### src/rtl/dcrb_pkg.sv
// Package for the delta copy recipe builder: field widths, word layouts,
// command codes and the shared item, result and state types. No dependencies.
package dcrb_pkg;

  localparam int unsigned OffW   = 48;
  localparam int unsigned IdxW   = 32;
  localparam int unsigned SizeW  = 31;
  localparam int unsigned CountW = 32;

  // Stream word widths, rounded up to whole bytes.
  localparam int unsigned InDataW  = 112;
  localparam int unsigned OutDataW = 112;

  // Result queue geometry.
  localparam int unsigned QDepth = 4;
  localparam int unsigned QPtrW  = 2;
  localparam int unsigned QCntW  = 3;

  typedef enum logic {
    CMD_ENTRY = 1'b0,
    CMD_END   = 1'b1
  } cmd_e;

  typedef struct packed {
    cmd_e              command;
    logic [OffW-1:0]   file_offset;
    logic [IdxW-1:0]   block_index;
    logic [SizeW-1:0]  block_size;
  } item_t;

  typedef struct packed {
    logic [OffW-1:0]   space_before;
    logic              has_blocks;
    logic [IdxW-1:0]   first_block;
    logic [CountW-1:0] block_count;
    logic              last;
  } result_t;

  typedef struct packed {
    logic [OffW-1:0]   position;
    logic [OffW-1:0]   pending_space;
    logic [IdxW-1:0]   pending_first;
    logic [CountW-1:0] pending_count;
    logic              pending_has_block;
    logic              any_match_seen;
  } state_t;

  // Up to two results are pushed into the queue per processed item.
  typedef struct packed {
    logic [1:0] cnt;
    result_t    r0;
    result_t    r1;
  } push_t;

endpackage

### src/rtl/delta_copy_recipe_builder.sv
// Delta copy recipe builder top level: input word register, recipe state,
// step logic and result queue. Depends on dcrb_pkg and dcrb_outq.
// An accepted word waits in the input register until the step fires and its
// result words enter the result queue. Throughput: one input word per cycle
// while the queue has room for two words; the end command yields two words
// when a literal tail is needed, which the four-word result queue absorbs.
// Reset clears the recipe state, file_size and the queue; no clearing pass.
module delta_copy_recipe_builder (
  input  logic                          clk_i,
  input  logic                          rst_ni,
  // Configuration: file_size write channel.
  input  logic                          cfg_valid_i,
  output logic                          cfg_ready_o,
  input  logic [dcrb_pkg::OffW-1:0]     cfg_data_i,
  // Input stream of match entries.
  input  logic                          s_axis_tvalid,
  output logic                          s_axis_tready,
  // tdata, lowest bit up: file_offset[47:0], block_index[79:48],
  // block_size[110:80], zero pad [111].
  input  logic [dcrb_pkg::InDataW-1:0]  s_axis_tdata,
  // tuser: command[0] (0 = match entry, 1 = end of list).
  input  logic                          s_axis_tuser,
  // Output stream of delta instructions.
  output logic                          m_axis_tvalid,
  input  logic                          m_axis_tready,
  // tdata, lowest bit up: space_before[47:0], first_block[79:48],
  // block_count[111:80].
  output logic [dcrb_pkg::OutDataW-1:0] m_axis_tdata,
  // tuser: has_blocks[0].
  output logic                          m_axis_tuser,
  output logic                          m_axis_tlast
);

  // Always ready configuration register; the user must write it only while idle, the block does not check.
  logic [dcrb_pkg::OffW-1:0] file_size_q;

  assign cfg_ready_o = 1'b1;

  always_ff @(posedge clk_i or negedge rst_ni) begin
    if (!rst_ni) begin
      file_size_q <= '0;
    end else if (cfg_valid_i) begin
      file_size_q <= cfg_data_i;
    end
  end

  // Input word register. The step fires whenever the queue has room for the
  // two words the worst case produces, so the register drains every cycle in
  // steady state and a new word can land behind the one being processed.
  logic            in_valid_q;
  dcrb_pkg::item_t in_item_q;
  dcrb_pkg::item_t in_item;
  logic            fire;
  logic            room2;

  assign in_item.command     = dcrb_pkg::cmd_e'(s_axis_tuser);
  assign in_item.file_offset = s_axis_tdata[47:0];
  assign in_item.block_index = s_axis_tdata[79:48];
  assign in_item.block_size  = s_axis_tdata[110:80];

  assign fire          = in_valid_q && room2;
  assign s_axis_tready = !in_valid_q || fire;

  always_ff @(posedge clk_i or negedge rst_ni) begin
    if (!rst_ni) begin
      in_valid_q <= 1'b0;
    end else if (s_axis_tready) begin
      in_valid_q <= s_axis_tvalid;
    end
  end

  always_ff @(posedge clk_i) begin
    if (s_axis_tvalid && s_axis_tready) begin
      in_item_q <= in_item;
    end
  end

  // Recipe state and the step logic that advances it by one word.
  dcrb_pkg::state_t st_q, st_d;
  dcrb_pkg::push_t  push;

  always_comb begin
    logic                        gap;
    logic [dcrb_pkg::OffW-1:0]   base;
    logic [dcrb_pkg::OffW:0]     sum;
    logic [dcrb_pkg::IdxW-1:0]   next_idx;
    logic                        tail;

    st_d     = st_q;
    push     = '0;
    gap      = in_item_q.file_offset > st_q.position;
    base     = gap ? in_item_q.file_offset : st_q.position;
    sum      = {1'b0, base} + {{(dcrb_pkg::OffW + 1 - dcrb_pkg::SizeW){1'b0}},
                               in_item_q.block_size};
    next_idx = st_q.pending_first + st_q.pending_count;
    tail     = st_q.position < file_size_q;

    if (fire) begin
      if (in_item_q.command == dcrb_pkg::CMD_ENTRY) begin
        st_d.any_match_seen = 1'b1;
        // A match behind the current position is dropped.
        if (in_item_q.file_offset >= st_q.position) begin
          if (gap) begin
            // Flush whatever is pending, then open an instruction holding the gap.
            if (st_q.pending_space != '0 || st_q.pending_has_block) begin
              push.cnt = 2'd1;
              push.r0  = '{space_before: st_q.pending_space,
                            has_blocks:   st_q.pending_has_block,
                            first_block:  st_q.pending_first,
                            block_count:  st_q.pending_count,
                            last:         1'b0};
            end
            st_d.pending_space     = in_item_q.file_offset - st_q.position;
            st_d.pending_has_block = 1'b0;
            st_d.pending_first     = '0;
            st_d.pending_count     = '0;
          end else if (st_q.pending_has_block && in_item_q.block_index != next_idx) begin
            // The block does not continue the run, so the run goes out.
            push.cnt = 2'd1;
            push.r0  = '{space_before: st_q.pending_space,
                          has_blocks:   1'b1,
                          first_block:  st_q.pending_first,
                          block_count:  st_q.pending_count,
                          last:         1'b0};
            st_d.pending_space     = '0;
            st_d.pending_has_block = 1'b0;
            st_d.pending_first     = '0;
            st_d.pending_count     = '0;
          end

          if (!st_d.pending_has_block) begin
            st_d.pending_has_block = 1'b1;
            st_d.pending_first     = in_item_q.block_index;
            st_d.pending_count     = dcrb_pkg::CountW'(1);
          end else if (st_d.pending_count != '1) begin
            st_d.pending_count = st_d.pending_count + dcrb_pkg::CountW'(1);
          end

          // Position saturates at the top of the offset range.
          st_d.position = sum[dcrb_pkg::OffW] ? '1 : sum[dcrb_pkg::OffW-1:0];
        end
      end else begin
        if (!st_q.any_match_seen) begin
          push.cnt = 2'd1;
          push.r0  = '{space_before: file_size_q, has_blocks: 1'b0,
                        first_block: '0, block_count: '0, last: 1'b1};
        end else begin
          push.cnt = tail ? 2'd2 : 2'd1;
          push.r0  = '{space_before: st_q.pending_space,
                        has_blocks:   st_q.pending_has_block,
                        first_block:  st_q.pending_has_block ? st_q.pending_first : '0,
                        block_count:  st_q.pending_has_block ? st_q.pending_count : '0,
                        last:         !tail};
          push.r1  = '{space_before: file_size_q - st_q.position, has_blocks: 1'b0,
                        first_block: '0, block_count: '0, last: 1'b1};
        end
        // The end command leaves the builder as it was after reset.
        st_d = '0;
      end
    end
  end

  always_ff @(posedge clk_i or negedge rst_ni) begin
    if (!rst_ni) begin
      st_q <= '0;
    end else begin
      st_q <= st_d;
    end
  end

  // Result queue and output packing.
  dcrb_pkg::result_t out_word;

  dcrb_outq u_outq (
    .clk_i       (clk_i),
    .rst_ni      (rst_ni),
    .push_i      (push),
    .room2_o     (room2),
    .out_valid_o (m_axis_tvalid),
    .out_ready_i (m_axis_tready),
    .out_word_o  (out_word)
  );

  assign m_axis_tdata = {out_word.block_count, out_word.first_block, out_word.space_before};
  assign m_axis_tuser = out_word.has_blocks;
  assign m_axis_tlast = out_word.last;

`ifndef ASSERT_OFF
  a_end_clears: assert property (@(posedge clk_i) disable iff (!rst_ni)
    (fire && in_item_q.command == dcrb_pkg::CMD_END) |=>
      (!st_q.any_match_seen && st_q.position == '0 && !st_q.pending_has_block))
    else $error("end command did not return the builder to its idle state");

  a_empty_run: assert property (@(posedge clk_i) disable iff (!rst_ni)
    !st_q.pending_has_block |-> (st_q.pending_count == '0 && st_q.pending_first == '0))
    else $error("empty pending run carries block data");

  a_stall_holds: assert property (@(posedge clk_i) disable iff (!rst_ni)
    (in_valid_q && !fire) |=> (in_valid_q && $stable(in_item_q)))
    else $error("stalled input word was lost or changed");

  a_ready_drain: assert property (@(posedge clk_i) disable iff (!rst_ni)
    (s_axis_tready && in_valid_q) |-> fire)
    else $error("input taken while the held word is not processed");
`endif

endmodule

### src/rtl/dcrb_outq.sv
// Four-word result queue for the delta copy recipe builder. Takes up to two
// words per cycle and hands one word per cycle to the output stream while it
// is ready. Depends on dcrb_pkg.
module dcrb_outq (
  input  logic             clk_i,
  input  logic             rst_ni,
  input  dcrb_pkg::push_t  push_i,
  output logic             room2_o,
  output logic             out_valid_o,
  input  logic             out_ready_i,
  output dcrb_pkg::result_t out_word_o
);

  dcrb_pkg::result_t entries_q [dcrb_pkg::QDepth];
  logic [dcrb_pkg::QPtrW-1:0] wr_ptr_q, wr_ptr_d, rd_ptr_q, rd_ptr_d;
  logic [dcrb_pkg::QCntW-1:0] cnt_q, cnt_d;
  logic                       pop;
  logic [dcrb_pkg::QPtrW-1:0] wr_ptr_nxt;

  assign pop         = out_valid_o && out_ready_i;
  assign out_valid_o = (cnt_q != '0);
  assign out_word_o  = entries_q[rd_ptr_q];
  // Room for two words regardless of whether a word leaves this cycle.
  assign room2_o     = (cnt_q <= dcrb_pkg::QCntW'(dcrb_pkg::QDepth - 2));
  assign wr_ptr_nxt  = wr_ptr_q + dcrb_pkg::QPtrW'(1);

  always_comb begin
    wr_ptr_d = wr_ptr_q + dcrb_pkg::QPtrW'(push_i.cnt);
    rd_ptr_d = rd_ptr_q + dcrb_pkg::QPtrW'(pop);
    cnt_d    = cnt_q + dcrb_pkg::QCntW'(push_i.cnt) - dcrb_pkg::QCntW'(pop);
  end

  always_ff @(posedge clk_i or negedge rst_ni) begin
    if (!rst_ni) begin
      wr_ptr_q <= '0;
      rd_ptr_q <= '0;
      cnt_q    <= '0;
    end else begin
      wr_ptr_q <= wr_ptr_d;
      rd_ptr_q <= rd_ptr_d;
      cnt_q    <= cnt_d;
    end
  end

  always_ff @(posedge clk_i) begin
    if (push_i.cnt != 2'd0) begin
      entries_q[wr_ptr_q] <= push_i.r0;
    end
    if (push_i.cnt == 2'd2) begin
      entries_q[wr_ptr_nxt] <= push_i.r1;
    end
  end

`ifndef ASSERT_OFF
  a_cnt_bound: assert property (@(posedge clk_i) disable iff (!rst_ni)
    cnt_q <= dcrb_pkg::QCntW'(dcrb_pkg::QDepth))
    else $error("result queue overfilled");

  a_ptr_gap: assert property (@(posedge clk_i) disable iff (!rst_ni)
    (cnt_q != dcrb_pkg::QCntW'(dcrb_pkg::QDepth)) |->
      (dcrb_pkg::QPtrW'(wr_ptr_q - rd_ptr_q) == dcrb_pkg::QPtrW'(cnt_q)))
    else $error("queue pointers disagree with fill count");
`endif

endmodule
### config.mk
export PLATFORM = sky130hd
export DESIGN_NAME = delta_copy_recipe_builder
export DESIGN_NICKNAME = d
export VERILOG_FILES = /design/src/rtl/dcrb_pkg.sv /design/src/rtl/delta_copy_recipe_builder.sv /design/src/rtl/dcrb_outq.sv
export SDC_FILE = /design/constraint.sdc
export NUM_CORES = 2
export LEC_CHECK = 0
export BUFFER_PORTS_ARGS = -buffer_cell sky130_fd_sc_hd__buf_4
export CORE_ASPECT_RATIO = 0.6
export CORE_UTILIZATION = 45
export DETAILED_ROUTE_END_ITERATION = 10
export PLACE_DENSITY = 0.75
export SLEW_MARGIN = 5
export SYNTH_ARGS = -nofsm -noshare
export SYNTH_HDL_FRONTEND = slang
export SYNTH_SLANG_ARGS = --single-unit
### constraint.sdc
create_clock -name clk_i -period 6.41 [get_ports clk_i]
set_input_delay 0.641 -clock clk_i [delete_from_list [all_inputs] [get_ports clk_i]]
set_output_delay 0.641 -clock clk_i [all_outputs]
set_load 0.005 [all_outputs]
==> out/metrics.csv <==
metric,value,unit
detailed_place_hpwl,113,mm
cts_buffer_depth,3,
fin_skew,0.0377,ns
yosysSeqAreaShare,44.4,%
synth_cells,4549,
slew_headroom,20.8,%
r2r_slack,0.22,ns
wire_per_inst,26.1,um
final_cell_mix,"nand2_1, a21oi_1, buf_4",
ys_warn_count,0,
path_max_fanout,26,
die_w,410,um
grt_use_total,30.5,%
hold_class,in2reg,
cp.arrival,6.75,ns
timing.rr.start,st_q[114],
max_freq,161,MHz
setup_tns,0,ns
synth.avg_cell_area,9.87,um2
finalSetupViolCount,0,
viasPerCell,6.48,
synthArstFlopShare,27.7,%
reg2reg_depth,24,
synth-edff-count,308,
io-pin-count,283,
finalHoldViolCount,0,
drtIter0Drc,5599,
period_minus_slack,6.19,ns
p_leak,19.9,nW
syn2layout_area_growth,13.9,%
hp-start,s_axis_tdata[91],
grt_max_degree,179,
cts.clk_slew.worst_paths,0.06,ns
globalRouteOverflowTotal,0,
wl,159,mm
tightest_slew,1.17,ns
synthDistinctLibCells,98,
root_buffer,clkbuf_16,
final_util,51.9,%
drv_cap,0,
status,"complete, but fails checks",
maxSlewViolCount,0,
timing.rr.end,st_q[151],
gp_congestion,1.02,
required,6.96,ns
worstHoldPathCells,1,
drtPass1Iterations,10,
placed_cell_area,48400,um2
drive_above_1_share,20.5,%
grt_pass1_vias,36000,
irDropWorstVdd,0.000531,V
final_common_cell,nand2_1,
cp-end-kind,flip-flop,
antenna_found_initial,3,
synth_ff_type,edfxtp_1,
cts_tree,done,
fin_crit_sh,96.6,%
cts.sinks,786,
violations,design-rule violations,
startpoint_type,flip-flop,
portBuffers,280,
core-area,98600,um2
initial_core_util,45.5,%
cts_buffers,78,
nNetsFinal,5024,
dieArea,101000,um2
vias,39400,
power_density,503,nW/um2
cts_max_level,3,
die_h,247,um
ys_ff_latch,786,
hold_path_end,in_item_q[11],
critical_path_class,reg2reg,
grt_pass1_wl,234,mm
detail-route-antenna-nets,0,
clock_latency,0.70,ns
instances_no_fill,6074,
drc_errors,14,
synthesis.area,44900,um2
syn_nets,4884,
rows,89,
dpl.cell_count,5926,
stdcell_area,51100,um2
repair_timing:
| item | in CTS | in global routing |
|---|---|---|
| setup buffers | 0 | 1 |
| gates resized for setup | 0 | 16 |
| hold endpoints to repair | 50 | 0 |
| hold buffers | 1 | 0 |
| endpoints found under the setup margin | 0 | 57 |
cell type report:
| cell class | count | area, um2 |
|---|---|---|
| Antenna cell | 2 | 5.00 |
| Timing Repair Buffer | 405 | 3240 |
| Sequential cell | 786 | 19900 |
| Clock buffer | 99 | 2130 |
| Fill cell | 8714 | 47400 |
| Inverter | 98 | 368 |
| Multi-Input combinational cell | 3320 | 23300 |
| Tap cell | 1319 | 1650 |
| Clock inverter | 45 | 503 |
flip-flops by register name, indices dropped and copies added, names as in the netlist:
| signal | flops |
|---|---|
| in_item_q | 112 |
| in_valid_q | 1 |
| file_size_q | 48 |
| u_outq.wr_ptr_q | 2 |
| u_outq.entries_q | 456 |
| st_q | 162 |
| u_outq.cnt_q | 3 |
| u_outq.rd_ptr_q | 2 |
through the flow:
step	hold slack, ns	setup WS [ns]	total power [mW]
finish	0.122	0.215	25.7
global route	0.0954	-0.0153	26.9
CTS	0.0911	0.216	25.3
detailed placement	0.447	0.270	20.5
global placement	0.435	0.341	20.3
floorplan	0.345	0.111	16.0
cell usage after synthesis (62+ instances only):
cell type / number / share of area [%]
nand2_1: 690 / 5.8
a21oi_1: 442 / 4.9
edfxtp_1: 308 / 21
dfxtp_1: 260 / 12
dfrtp_1: 218 / 12
clkbuf_1: 215 / 1.8
a31o_2: 203 / 4.0
o21ai_0: 179 / 2.0
o22ai_1: 176 / 2.5
ha_1: 164 / 4.6
nor2_1: 144 / 1.2
mux4_2: 114 / 5.7
xnor2_1: 109 / 2.1
inv_1: 98 / 0.82
a22o_1: 96 / 1.9
nand3_1: 71 / 0.79
xor2_1: 69 / 1.3
nor3_1: 67 / 0.75
a21o_1: 66 / 1.1
buf_2: 62 / 0.69
metal layers:
metal	track usage [%]	up-vias	wire [um]
met2	39.3	2523	61000
met1	47.0	19200	70300
met5	0	-	13
met3	11.1	255	23400
li1	-	17400	-
met4	7.25	2	3870
power breakdown:
part / internal [mW] / total [mW] / switching, mW
clock network: 2.64 / 4.79 / 2.15
registers: 6.51 / 7.50 / 0.994
logic: 4.59 / 13.4 / 8.81
total: 13.7 / 25.7 / 12.0
cells by family after synthesis:
kind of cell	share of synthesized area, %
other	0.00836
adders and majority gates	4.80
DFF	44.4
buffers and inverters	4.16
xor gates and xnor gates	3.51
and+or+nand+nor	13.1
AOI/OAI and AO/OA	22.6
muxes	7.47
worst max path at each step:
stage                              from        end  slack [ns]  cells after the start
after floorplan           in_item_q[82]  st_q[118]        0.11                     29
after global placement        st_q[125]  st_q[156]        0.34                     24
after detailed placement      st_q[114]  st_q[154]        0.27                     25
after CTS                     st_q[114]  st_q[154]        0.22                     24
after global routing          st_q[142]  st_q[157]       -0.02                     27
final                         st_q[114]  st_q[151]        0.22                     24
critical path: stages, from the launching register on:
cell      delay [ns]
dfrtp_2         0.45
ha_1            0.19
inv_1           0.05
fa_1            0.40
nand3_1         0.13
a21oi_1         0.13
o31ai_1         0.35
nand2_1         0.21
a32o_1          0.29
or2_4           0.28
buf_4           0.22
o21ai_0         0.27
ha_1            0.36
a21o_1          0.22
a221o_1         0.33
a21oi_1         0.26
a211oi_1        0.17
a221o_1         0.40
a21oi_1         0.29
o21bai_1        0.13
o221ai_1        0.20
buf_4           0.22
nor3_1          0.06
o311ai_1        0.31
nand3_1         0.14
Power figures use the tool's default switching activity.
